<file path="src/sv/top3js_pkg.sv">
package top3js_pkg;

  // Signed Q5.10 tag score.
  typedef logic signed [15:0] score_t;

  // Attributes of one jet as it is ranked, score in the top bits.
  typedef struct packed {
    score_t             score;
    logic signed [7:0]  flavour;
    logic [3:0]         c_count;
    logic [3:0]         b_count;
  } jet_t;

  // The third-ranked slot as seen after the current jet is ranked.
  typedef struct packed {
    logic       valid;
    jet_t       jet;
    logic [4:0] index;
  } third_t;

  // Jet categories reported for the third-ranked jet.
  typedef enum logic [3:0] {
    CAT_NONE    = 4'd0,
    CAT_2B      = 4'd1,
    CAT_1B      = 4'd2,
    CAT_2C      = 4'd3,
    CAT_1C      = 4'd4,
    CAT_LIGHT   = 4'd5,
    CAT_GLUON   = 4'd6,
    CAT_PILEUP  = 4'd7,
    CAT_UNCLASS = 4'd8
  } category_t;

  // Width of the reported jet index.
  localparam int INDEX_W = 5;

  // Floor reset value, -30.0 in Q5.10.
  localparam score_t FLOOR_RESET = 16'sh8800;

  // Parton flavour code of a gluon; light quarks lie strictly inside +/- this value.
  localparam logic signed [7:0] GLUON_CODE = 8'sd21;

  // Register index of score_floor, taken from byte address bit 2.
  localparam logic REG_SCORE_FLOOR = 1'b0;

endpackage

</file>
<file path="src/sv/top3_jet_select_classify_unit.sv">
// The item that closes the event passes the input register, then the result register,
// to reach the master side. Throughput: one jet per cycle; the three-slot compare and
// shift is the path that sets the figure. A full result register stalls an item that
// closes an event, and the items queued behind it.
// Reset (synchronous, active high) empties the slots, zeroes the jet counter,
// drops both valid flags and sets score_floor to -30.0.
module top3_jet_select_classify_unit #(
  parameter int MAX_JETS = 32
) (
  input  logic        clk,
  input  logic        rst,
  // Configuration port.
  input  logic        psel,
  input  logic        penable,
  input  logic        pwrite,
  input  logic [2:0]  paddr,
  input  logic [31:0] pwdata,
  output logic [31:0] prdata,
  output logic        pready,
  // Jet input.
  input  logic        s_tvalid,
  output logic        s_tready,
  input  logic [31:0] s_tdata,  // tag_score[15:0], b_hadron_count[19:16],
                                // c_hadron_count[23:20], flavour_code[31:24]
  input  logic        s_tuser,  // jet_present
  input  logic        s_tlast,  // last_jet
  // Result output.
  output logic        m_tvalid,
  input  logic        m_tready,
  output logic [31:0] m_tdata   // category[3:0], third_index[8:4],
                                // third_score[24:9], zero above
);

  top3js_pkg::score_t score_floor;
  top3js_pkg::jet_t   in_jet;
  logic               in_valid;
  logic               in_present;
  logic               in_last;
  logic               out_free;
  logic               advance;
  top3js_pkg::third_t third;
  logic [3:0]         category;
  logic [4:0]         third_index;
  top3js_pkg::score_t third_score;

  // Configuration register.
  assign pready = 1'b1;
  assign prdata = {{16{score_floor[15]}}, score_floor};

  always_ff @(posedge clk) begin
    if (rst) begin
      score_floor <= top3js_pkg::FLOOR_RESET;
    end else if (psel && penable && pwrite && pready &&
                 paddr[2] == top3js_pkg::REG_SCORE_FLOOR) begin
      score_floor <= pwdata[15:0];
    end
  end

  // Input register; an item moves on unless it closes an event and the result is held.
  assign out_free = !m_tvalid || m_tready;
  assign advance  = in_valid && (!in_last || out_free);
  assign s_tready = !in_valid || advance;

  always_ff @(posedge clk) begin
    if (rst) begin
      in_valid <= 1'b0;
    end else if (s_tready) begin
      in_valid <= s_tvalid;
    end
  end

  always_ff @(posedge clk) begin
    if (s_tready && s_tvalid) begin
      in_jet.score   <= s_tdata[15:0];
      in_jet.b_count <= s_tdata[19:16];
      in_jet.c_count <= s_tdata[23:20];
      in_jet.flavour <= s_tdata[31:24];
      in_present     <= s_tuser;
      in_last        <= s_tlast;
    end
  end

  top3js_rank #(
    .MAX_JETS(MAX_JETS)
  ) u_rank (
    .clk     (clk),
    .rst     (rst),
    .step    (advance),
    .present (in_present),
    .last    (in_last),
    .jet     (in_jet),
    .floor   (score_floor),
    .third   (third)
  );

  top3js_out u_out (
    .clk      (clk),
    .rst      (rst),
    .load     (advance && in_last),
    .take     (m_tready),
    .third    (third),
    .floor    (score_floor),
    .valid    (m_tvalid),
    .category (category),
    .index    (third_index),
    .score    (third_score)
  );

  assign m_tdata = {7'd0, third_score, third_index, category};

  // A result always leaves reset empty.
  a_reset_empty : assert property (@(posedge clk) rst |=> !m_tvalid)
    else $error("result valid after reset");

  // No third jet means index zero.
  a_none_index : assert property (@(posedge clk) disable iff (rst)
    m_tvalid && m_tdata[3:0] == top3js_pkg::CAT_NONE |-> m_tdata[8:4] == 5'd0)
    else $error("empty category with nonzero index");

  // Category stays within the defined codes.
  a_cat_range : assert property (@(posedge clk) disable iff (rst)
    m_tvalid |-> m_tdata[3:0] <= top3js_pkg::CAT_UNCLASS)
    else $error("category code out of range");

  // A result is loaded only into a free result register.
  a_no_overwrite : assert property (@(posedge clk) disable iff (rst)
    m_tvalid && !m_tready |=> $stable(m_tdata))
    else $error("held result overwritten");

endmodule

</file>
<file path="src/sv/top3js_rank.sv">
module top3js_rank #(
  parameter int MAX_JETS = 32
) (
  input  logic                clk,
  input  logic                rst,
  input  logic                step,
  input  logic                present,
  input  logic                last,
  input  top3js_pkg::jet_t    jet,
  input  top3js_pkg::score_t  floor,
  output top3js_pkg::third_t  third
);

  localparam int CNT_W = $clog2(MAX_JETS);
  localparam logic [CNT_W-1:0] CNT_TOP = CNT_W'(MAX_JETS - 1);
  localparam int INDEX_W_PAD = top3js_pkg::INDEX_W;

  top3js_pkg::jet_t  slot_jet [3];
  logic [CNT_W-1:0]  slot_pos [3];
  logic [2:0]        slot_valid;
  logic [CNT_W-1:0]  jet_counter;

  top3js_pkg::jet_t  slot_jet_next [3];
  logic [CNT_W-1:0]  slot_pos_next [3];
  logic [2:0]        slot_valid_next;
  logic [CNT_W-1:0]  jet_counter_next;

  logic signed [15:0]      cmp_value [3];
  logic [CNT_W+INDEX_W_PAD-1:0] pos_wide;

  // An empty slot always compares as the live floor.
  always_comb begin
    for (int k = 0; k < 3; k++) begin
      cmp_value[k] = slot_valid[k] ? $signed(slot_jet[k].score) : $signed(floor);
    end
  end

  // Insert the jet and shift the lower slots down; ties keep the earlier jet.
  always_comb begin
    for (int k = 0; k < 3; k++) begin
      slot_jet_next[k] = slot_jet[k];
      slot_pos_next[k] = slot_pos[k];
    end
    slot_valid_next = slot_valid;
    jet_counter_next = jet_counter;
    if (present) begin
      priority if ($signed(jet.score) > cmp_value[0]) begin
        slot_jet_next[2]   = slot_jet[1];
        slot_pos_next[2]   = slot_pos[1];
        slot_valid_next[2] = slot_valid[1];
        slot_jet_next[1]   = slot_jet[0];
        slot_pos_next[1]   = slot_pos[0];
        slot_valid_next[1] = slot_valid[0];
        slot_jet_next[0]   = jet;
        slot_pos_next[0]   = jet_counter;
        slot_valid_next[0] = 1'b1;
      end else if ($signed(jet.score) > cmp_value[1]) begin
        slot_jet_next[2]   = slot_jet[1];
        slot_pos_next[2]   = slot_pos[1];
        slot_valid_next[2] = slot_valid[1];
        slot_jet_next[1]   = jet;
        slot_pos_next[1]   = jet_counter;
        slot_valid_next[1] = 1'b1;
      end else if ($signed(jet.score) > cmp_value[2]) begin
        slot_jet_next[2]   = jet;
        slot_pos_next[2]   = jet_counter;
        slot_valid_next[2] = 1'b1;
      end else begin
        // A jet at or below the third slot is not ranked.
        slot_valid_next = slot_valid;
      end
      if (jet_counter != CNT_TOP) begin
        jet_counter_next = jet_counter + CNT_W'(1);
      end
    end
  end

  // The reported index keeps the low bits of the slot position.
  assign pos_wide = {{INDEX_W_PAD{1'b0}}, slot_pos_next[2]};

  always_comb begin
    third.valid = slot_valid_next[2];
    third.jet   = slot_jet_next[2];
    third.index = pos_wide[INDEX_W_PAD-1:0];
  end

  // Slot occupancy and the jet counter; both clear at the end of an event.
  always_ff @(posedge clk) begin
    if (rst) begin
      slot_valid  <= '0;
      jet_counter <= '0;
    end else if (step) begin
      if (last) begin
        slot_valid  <= '0;
        jet_counter <= '0;
      end else begin
        slot_valid  <= slot_valid_next;
        jet_counter <= jet_counter_next;
      end
    end
  end

  // Slot contents are only read while the slot is valid.
  always_ff @(posedge clk) begin
    if (step) begin
      for (int k = 0; k < 3; k++) begin
        slot_jet[k] <= slot_jet_next[k];
        slot_pos[k] <= slot_pos_next[k];
      end
    end
  end

endmodule

</file>
<file path="src/sv/top3js_out.sv">
module top3js_out (
  input  logic                clk,
  input  logic                rst,
  input  logic                load,
  input  logic                take,
  input  top3js_pkg::third_t  third,
  input  top3js_pkg::score_t  floor,
  output logic                valid,
  output logic [3:0]          category,
  output logic [4:0]          index,
  output top3js_pkg::score_t  score
);

  top3js_pkg::category_t cat_next;
  logic [3:0]            b_cnt;
  logic [3:0]            c_cnt;
  logic signed [7:0]     flav;

  assign b_cnt = third.jet.b_count;
  assign c_cnt = third.jet.c_count;
  assign flav  = third.jet.flavour;

  // Classify the third jet; the first rule that holds wins.
  always_comb begin
    priority if (!third.valid) begin
      cat_next = top3js_pkg::CAT_NONE;
    end else if (b_cnt >= 4'd2) begin
      cat_next = top3js_pkg::CAT_2B;
    end else if (b_cnt == 4'd1) begin
      cat_next = top3js_pkg::CAT_1B;
    end else if (c_cnt >= 4'd2) begin
      cat_next = top3js_pkg::CAT_2C;
    end else if (c_cnt == 4'd1) begin
      cat_next = top3js_pkg::CAT_1C;
    end else if (flav != 8'sd0 && flav < top3js_pkg::GLUON_CODE &&
                 flav > -top3js_pkg::GLUON_CODE) begin
      cat_next = top3js_pkg::CAT_LIGHT;
    end else if (flav == top3js_pkg::GLUON_CODE) begin
      cat_next = top3js_pkg::CAT_GLUON;
    end else if (flav == 8'sd0) begin
      cat_next = top3js_pkg::CAT_PILEUP;
    end else begin
      cat_next = top3js_pkg::CAT_UNCLASS;
    end
  end

  // Result valid flag: set on load, cleared once the result is taken.
  always_ff @(posedge clk) begin
    if (rst) begin
      valid <= 1'b0;
    end else if (load) begin
      valid <= 1'b1;
    end else if (take) begin
      valid <= 1'b0;
    end
  end

  // Result payload; an empty third slot reports index zero and the floor.
  always_ff @(posedge clk) begin
    if (load) begin
      category <= cat_next;
      index    <= third.valid ? third.index : '0;
      score    <= third.valid ? third.jet.score : floor;
    end
  end

endmodule

</file>
<file path="config.mk">
export PLATFORM = sky130hd
export DESIGN_NAME = top3_jet_select_classify_unit
export DESIGN_NICKNAME = d
export VERILOG_FILES = /design/src/sv/top3js_pkg.sv /design/src/sv/top3_jet_select_classify_unit.sv /design/src/sv/top3js_rank.sv /design/src/sv/top3js_out.sv
export SDC_FILE = /design/constraint.sdc
export NUM_CORES = 1
export LEC_CHECK = 0
export BUFFER_PORTS_ARGS = -buffer_cell sky130_fd_sc_hd__buf_2
export CORE_AREA = 2 2 200 202
export CTS_CLUSTER_DIAMETER = 50
export CTS_CLUSTER_SIZE = 20
export DETAILED_ROUTE_END_ITERATION = 8
export DIE_AREA = 0 0 202 204
export GPL_TIMING_DRIVEN = 0
export PLACE_DENSITY = 0.43
export RECOVER_POWER = 50
export SYNTH_ARGS = -nofsm -noshare
export SYNTH_HDL_FRONTEND = slang
export SYNTH_HIERARCHICAL = 1
export SYNTH_SLANG_ARGS = --single-unit
export TNS_END_PERCENT = 10
</file>
<file path="constraint.sdc">
create_clock -name clk -period 12.04 [get_ports clk]
set_clock_uncertainty 0.05 [all_clocks]
set_input_delay 0.602 -clock clk [delete_from_list [all_inputs] [get_ports clk]]
set_output_delay 0.602 -clock clk [all_outputs]
set_load 0.02 [all_outputs]
</file>
---- After elaboration in Yosys (flattened, before gate mapping) ----
Memories as Yosys holds them, arrays and structs flattened.
Index checks and enable logic that the tools add are counted.
storage, ports and cells
  output and inout port bits .............. 67
  word-level logic and storage cells ...... 97
  RAM bits ................................ 111
  register bits ........................... 85
  memories ................................ 2
  input port bits ......................... 76
memories
  memory           depth  bits a word  read ports  clocked after memory_dff  wr ports  RTL line           source
  u_rank.slot_jet  3      32           3           0                         3         top3js_rank.sv:18  top3js_pkg::jet_t slot_jet [3];
  u_rank.slot_pos  3      5            3           0                         3         top3js_rank.sv:19  logic [CNT_W-1:0] slot_pos [3];
cells by class
  bitwise logic cells ..................... 2
  $lt $le $gt $ge ......................... 7
  add/sub/neg operators ................... 1
  equal/unequal tests ..................... 4
  muxes and demuxes ....................... 35
  reduce and logical (&&, ||, !) cells .... 27
operator list
  operator             count
  $mux 32              4
  $mux 96              1
  $mux 16              4
  $mux 64              1
  $gt 16x16->1         3
  $mux 5               7
  $mux 3               6
  $mux 15              1
  $mux 10              1
  $reduce_and 3->1     3
  $eq 4x1->1 const B   2
  $eq 8x6->1 const B   1
  $ge 4x2->1 const B   2
  $gt 8x6->1 const B   1
  $logic_and 1x1->1    8
  $logic_not 8->1      1
  $lt 8x6->1 const B   1
  $reduce_bool 2->1    4
  $reduce_bool 8->1    1
  $reduce_or 7->1      1
  $mux 1               6
  $mux 2               3
  $add 5x1->5 const B  1
  $ne 5x5->1 const B   1
  other kinds (7)      12

---- Logic depth before layout (Yosys ltp) ----
Gate-level depths: netlist (run 1).
An unclocked memory read counts as a cell.
  depth after elaboration ................. 15
  depth in mapped cells ................... 17
  gate-level depth less buffers ........... 13

---- Cells and area by module ----
The synthesis (run 1) kept the hierarchy.
modules (own cells, without submodules)
  module                         instances  cells each  area each (um^2)  seq. area each (um^2)
  top3js_rank                    1          478         6500.0            3493.4
  top3_jet_select_classify_unit  1          138         1995.7            1361.3
  top3js_out                     1          79          1198.6            770.7

---- Worst setup path before layout (run 1) ----
No wires, ideal clock.
  kind .................................... register to register
  start ................................... register u_rank/slot_valid[0] (netlist name)
  end ..................................... memory u_rank/slot_jet[0][0] (netlist bit) (enable)
  setup time .............................. 0.480 ns
  arrival ................................. 4.984 ns
  required time ........................... 11.510 ns
  slack ................................... 6.526 ns
  period minus slack after synthesis ...... 5.514 ns
  buffers on the path ..................... 2
  stages on the path, launching flop included .. 10
  cell sequence ........................... dfxtp_1 > clkbuf_1 > clkbuf_1 > mux2i_1 > ha_1 > nand4_1 > nor4_1 > a21boi_0 > nor3_2 > nor3_1
RTL lines
  element    RTL line
  to (decl)  top3js_rank.sv:18

==> results.sh, run 1 <==
export IMPL_grt_pass1_vias=6402
export IMPL_cts_resized=0
export IMPL_diodes=0
export IMPL_worst_pin_slew_ps=1680
export IMPL_synth_compound_area_frac=0.0843
export IMPL_crit_type="flop to flop"
export IMPL_hold_start="s_tdata[20]"
export IMPL_worstReg2RegEnd="u_out/category[1]"
export IMPL_reg2regPathDepth=16
export IMPL_cts_tree="yes"
export IMPL_ys_ff_latch=196
export IMPL_port_buffers=116
export IMPL_hold_path_class="primary input to flop"
export IMPL_p_total_uw=1590
export IMPL_powerDensity_mw_per_mm2=137
export IMPL_cp_arrival_ps=6600
export IMPL_die_w_um=202
export IMPL_worst_setup_path_start_kind="flop"
export IMPL_cts_hold_fix_buffers=0
export IMPL_drive_above_1_share=0.236
export IMPL_synthMuxAreaShare=0.128
export IMPL_synthSimpleGateAreaFrac=0.100
export IMPL_grt_max_degree=27
export IMPL_firstDrtPassIters=4
export IMPL_yosys_warnings=6
export IMPL_rrSetupSlack_ps=5590
export IMPL_grt_pass1_wl_um=40500
export IMPL_fin_crit_sh=0.536
export IMPL_place_area_mm2=0.0111
export IMPL_remaining_drc_errors=0
export IMPL_p_leak_uw=0.00412
export IMPL_drt_iter0_markers=467
export IMPL_synth_top_area_frac=0.527
export IMPL_setup_viol=0
export IMPL_gp_congestion=0.753
export IMPL_layout_min_cycle_time_ps=6450
export IMPL_ctsHtreeMaxLevel=4
export IMPL_required_ps=12190
export IMPL_final_cell_area_mm2=0.0116
export IMPL_coreArea_mm2=0.0392
export IMPL_min_path_cells=1
export IMPL_path_clk_slew_ps=80
export IMPL_area_growth_pct=19.5
export IMPL_grt_overflow=0
export IMPL_wire_per_inst_um=19.3
export IMPL_grt_usage=0.132
export IMPL_vias=6129
export IMPL_ios=143
export IMPL_slew_headroom=-0.119
export IMPL_finalMaxSlewViolations=49
export IMPL_synth_edf_count=170
export IMPL_cap_violations=3
export IMPL_status="finished with violations"
export IMPL_die_y_um=204
export IMPL_synth_top_cell_by_area="edfxtp_1"
export IMPL_async_reset_ff_frac=0
export IMPL_synthXorXnorAreaFrac=0.00181
export IMPL_drt_total_wl_um=26600
export IMPL_clock_path_buffers=2
export IMPL_r2r_start="u_rank/slot_valid[2]"
export IMPL_synth_ff_type="edfxtp_1"
export IMPL_ir_drop_uv=99.1
export IMPL_seq_area_frac_synth=0.580
export IMPL_syn_inst=695
export IMPL_grt_setup_unrepaired="false"
export IMPL_die_area_mm2=0.0412
export IMPL_postCtsSetupBuffers=0
export IMPL_synth_area_mm2=0.00969
export IMPL_synth_cell_types=60
export IMPL_rows=73
export IMPL_synth_top_family_by_area="multiplexers"
export IMPL_clock_fmax_mhz=155
export IMPL_synthTopCellsByArea="edfxtp_1 53%, ha_1 6.5%, mux2i_1 6.4%, dfxtp_1 5.4%, mux2_2 4.5%"
export IMPL_cts_buffers=17
export IMPL_crit_path_max_fanout=10
export IMPL_yosysMostFrequentCell="edfxtp_1"
export IMPL_ant_nets=0
export IMPL_start_util=0.247
export IMPL_clk_latency_ps=460
export IMPL_hpwl_um=18900
export IMPL_synth_adder_area_share=0.0645
export IMPL_setup_worst_path_end_class="flop"
export IMPL_cts_root_buf="clkbuf_16"
export IMPL_antenna_found_initial=0
export IMPL_layout_nets=969
export IMPL_via_per_inst=4.44
export IMPL_numClockSinks=196
export IMPL_yosys_top_cells_count="170 x edfxtp_1, 62 x mux2i_1, 50 x ha_1"
export IMPL_failed_checks="max-capacitance violations, max-slew violations"
export IMPL_hold_end="in_jet[4]"
export IMPL_final_hold_violation_count=0
export IMPL_syn_avg_cell_area_um2=13.9
export IMPL_tns_ps=0
[metal layers]
layer,vias to the layer above,routed length [um],GRT usage
li1,2991,-,-
met1,3005,12400,0.171
met2,116,12900,0.223
met3,17,991,0.0268
met4,0,379,0.0402
met5,-,0,0
[registers in the layout, summed over array words and instances, names as in the netlist]
signal	count
in_valid	1
u_rank/jet_counter	5
in_jet	32
u_out/index	5
u_rank/slot_pos	15
score_floor	16
u_rank/slot_jet	96
in_present	1
u_out/valid	1
u_rank/slot_valid	3
in_last	1
u_out/category	4
u_out/score	16
[critical path: stages (launching register included)]
cell and delay [ps]:
dfxtp_1 310, clkbuf_1 610, clkbuf_1 810, mux2i_1 180, ha_1 410, nand4_1 270, nor4_1 710, a21bo_2 310
a31o_1 230, and4_1 220, a21oi_2 560, buf_6 240, a221o_1 180, nor4b_1 550, o21bai_4 240, o32a_2 190
o22ai_1 90
[how the worst max path moves through the flow]
stage,end,slack [ps],from
after floorplan,u_rank/slot_jet[0][0],6530,u_rank/slot_valid[0]
after global placement,u_rank/slot_jet[0][4],3340,m_tready
after detailed placement,u_out/category[1],5620,u_rank/slot_valid[2]
after CTS,u_out/category[1],5570,u_rank/slot_valid[2]
after global routing,u_out/category[1],5280,u_rank/slot_valid[2]
final,u_out/category[1],5590,u_rank/slot_valid[2]
[per-stage QoR]
stage               hold WS [ps]  utilization  instances  setup WS (ps)
finish                       266        0.296       1381           5590
global route                 238        0.296       1381           5280
CTS                          238        0.298       1381           5570
detailed placement           435        0.283       1349           5620
global placement             438        0.280       1342           3340
floorplan                    397            -        701           6530
[cell families (layout without fill, tap and decap cells)]
group | Yosys count | count (layout)
fa+ha+maj | 50 | 50
simple gates | 165 | 165
mux | 117 | 117
buf+inv | 64 | 219
xor+xnor | 2 | 2
compound gates | 99 | 99
flops | 196 | 196
other cells | 2 | 8
[report_power, final]
part,leakage (uW),switching [uW],internal (uW)
Combinational,0.00201,120,87.0
Clock,0.000290,302,282
Sequential,0.00181,19.2,776
[layout make-up]
cell class              count  area [um^2]
plain buffers              56          360
fillers                  3995        27600
multi-input cells         441         3710
clock inverters            15          176
repair buffers            123          593
inverters                   8         30.0
well taps                 525          657
flip-flops and latches    196         5630
clock buffers              17          425
[cell usage in the layout, fill, tap and decap left out, types with 7 or more instances in the layout]
cell       count
a21oi_1       22
a221o_1       38
and3_1        39
buf_2         79
buf_4         24
buf_6          8
clkbuf_1      65
clkbuf_16     17
conb_1         8
dfxtp_1       26
edfxtp_1     170
ha_1          50
inv_1          8
mux2_1        16
mux2_2        39
mux2i_1       62
nand2_1       17
nand2b_1      30
nand3_1        8
nand4_1        9
nor2_1        19
nor3_1         7
o21ai_0        9
Note: power is estimated with default switching activity, not from simulation.
==> run 2, diff against run 1 <==
clock period = 6.4 ns   (was 12.04 ns; I/O delays follow)
==> run 2 against run 1 <==
Against the previous run:
- the flow still finishes with violations (max-capacitance violations, max-slew violations)
- non-clock buffer count grew 32
- routed wire length barely moved
- worst hold slack got worse by 210 ps
- cell count up 2.3%
- first-iteration DRC count shrank 13%
- die area did not move
- critical path depth grew 1
==> results.sh, run 2 (same netlist as run 1, synthesis figures left out) <==
export IMPL_grt_setup_unrepaired="false"
export IMPL_setup_worst_path_end_class="flop"
export IMPL_worst_setup_path_start_kind="flop"
export IMPL_rows=73
export IMPL_area_growth_pct=22.8
export IMPL_clk_latency_ps=460
export IMPL_die_w_um=202
export IMPL_drive_above_1_share=0.227
export IMPL_stdcell_count=1413
export IMPL_cts_root_buf="clkbuf_16"
export IMPL_pwr_share_comb=0.135
export IMPL_start_util=0.247
export IMPL_failed_checks="max-capacitance violations, max-slew violations"
export IMPL_largest_registers="u_rank/slot_jet: 96 flops, in_jet: 32 flops"
export IMPL_cts_tree="yes"
export IMPL_slew_headroom=-0.123
export IMPL_final_hold_violation_count=0
export IMPL_ctsHtreeMaxLevel=4
export IMPL_fill_cells=3984
export IMPL_worst_pin_slew_ps=1680
export IMPL_grt_max_degree=27
export IMPL_die_y_um=204
export IMPL_gp_congestion=0.753
export IMPL_ir_drop_uv=187
export IMPL_pwr_share_clk=0.365
export IMPL_layout_nets=1001
export IMPL_final_cell_mix="170 x edfxtp_1, 76 x buf_2, 67 x clkbuf_1"
export IMPL_finalMaxSlewViolations=72
export IMPL_numClockSinks=196
export IMPL_coreArea_mm2=0.0392
export IMPL_swShare=0.277
export IMPL_final_cell_area_mm2=0.0119
export IMPL_hold_path_class="primary input to flop"
export IMPL_postCtsSetupBuffers=0
export IMPL_top_register="u_rank/slot_jet"
export IMPL_ios=143
export IMPL_layout_commonest_cell="edfxtp_1"
export IMPL_cap_violations=3
export IMPL_wire_per_inst_um=18.8
export IMPL_vias=6279
export IMPL_switchingPower_uw=829
export IMPL_path_clk_slew_ps=80
export IMPL_clock_path_buffers=2
export IMPL_diodes=0
export IMPL_cp_arrival_ps=6150
export IMPL_crit_type="flop to flop"
export IMPL_setup_viol=0
export IMPL_p_int_uw=2170
export IMPL_grt_pass1_vias=6491
export IMPL_hpwl_um=18900
export IMPL_finish_utilization=0.304
export IMPL_grt_overflow=0
export IMPL_clock_fmax_mhz=167
export IMPL_fin_crit_sh=0.935
export IMPL_layout_setup_ws_ps=414
export IMPL_grt_usage=0.133
export IMPL_ant_nets=0
export IMPL_powerDensity_mw_per_mm2=252
export IMPL_via_per_inst=4.44
export IMPL_firstDrtPassIters=4
export IMPL_pre_cts_slack_ps=-16.3
export IMPL_whs_ps=54.1
export IMPL_seq_power_share=0.500
export IMPL_place_area_mm2=0.0111
export IMPL_crit_path_max_fanout=10
export IMPL_required_ps=6560
export IMPL_drt_total_wl_um=26600
export IMPL_port_buffers=116
export IMPL_remaining_drc_errors=0
export IMPL_layout_min_cycle_time_ps=5990
export IMPL_grt_pass1_wl_um=40700
export IMPL_place_detailed_instances=1349
export IMPL_antenna_found_initial=0
export IMPL_drt_iter0_markers=404
export IMPL_p_leak_uw=0.00425
export IMPL_cts_buffers=17
export IMPL_die_area_mm2=0.0412
export IMPL_status="finished with violations"
export IMPL_largest_reg_flops=96
## run 2: changes by cell type in the layout (fill, tap and decap cells not counted)
| cell | change |
|---|---|
| nor4_1 | -1 |
| buf_2 | -3 |
| clkbuf_1 | +2 |
| nor4_2 | +1 |
| clkbuf_2 | +2 |
| buf_1 | -1 |
| dlygate4sd3_1 | +32 |
## run 2: layout make-up
class	count	area, um^2	area share
multi-input cells	441	3720	0.312
clock inverters	15	176	0.0148
well taps	525	657	0.0552
inverters	8	30.0	0.00252
repair buffers	155	910	0.0764
flip-flops and latches	196	5630	0.472
plain buffers	56	363	0.0305
clock buffers	17	425	0.0357
## run 2: routing by layer
metal  global-route usage  vias to the layer above  share of wire
li1                     -                     3059              -
met2                0.225                      104           0.49
met5                    0                        -              0
met1                0.172                     3094           0.47
met3               0.0265                       22          0.030
met4               0.0402                        0          0.016
## run 2: power groups by stage
stage	combinational, uW	clock (uW)	sequential (uW)
6_report	404	1090	1500
5_1_grt	448	1190	1500
3_5_place_dp	402	0	1530
4_1_cts	418	1140	1500
2_1_floorplan	257	0	1520
3_3_place_gp	388	0	1530
## run 2: repair_timing
item                                    CTS  global route
endpoints found under the setup margin    3             1
hold endpoints to repair                 32             0
hold buffers                             32             0
resized for setup                         1             4
## run 2: final timing paths
check                       startpoint                    end  slack, ps  cells past startpoint
setup / recovery  u_rank/slot_valid[0]      u_out/category[2]        410                     17
setup reg to reg  u_rank/slot_valid[0]      u_out/category[2]        410                     17
hold reg to reg              in_jet[9]  u_rank/slot_jet[0][9]        450                      0
hold / removal                 s_tuser             in_present         50                      1
## run 2: critical path, stage by stage, from the launching register on
cell	delay, ps
dfxtp_1	310
clkbuf_1	550
clkbuf_1	760
mux2i_1	270
ha_1	260
a21oi_1	210
o21ai_0	130
a2111o_1	470
nor3_2	340
o211ai_2	210
buf_2	260
buf_2	210
and3_1	190
a221o_1	320
or4_4	570
o21ba_1	190
o32a_2	200
o21ba_1	210
## run 2: stage by stage
step | TNS [ps] | power (uW)
2_1_floorplan | 0 | 1780
3_3_place_gp | -113830 | 1920
3_5_place_dp | -16.3 | 1930
4_1_cts | 0 | 3050
5_1_grt | 0 | 3150
6_report | 0 | 3000
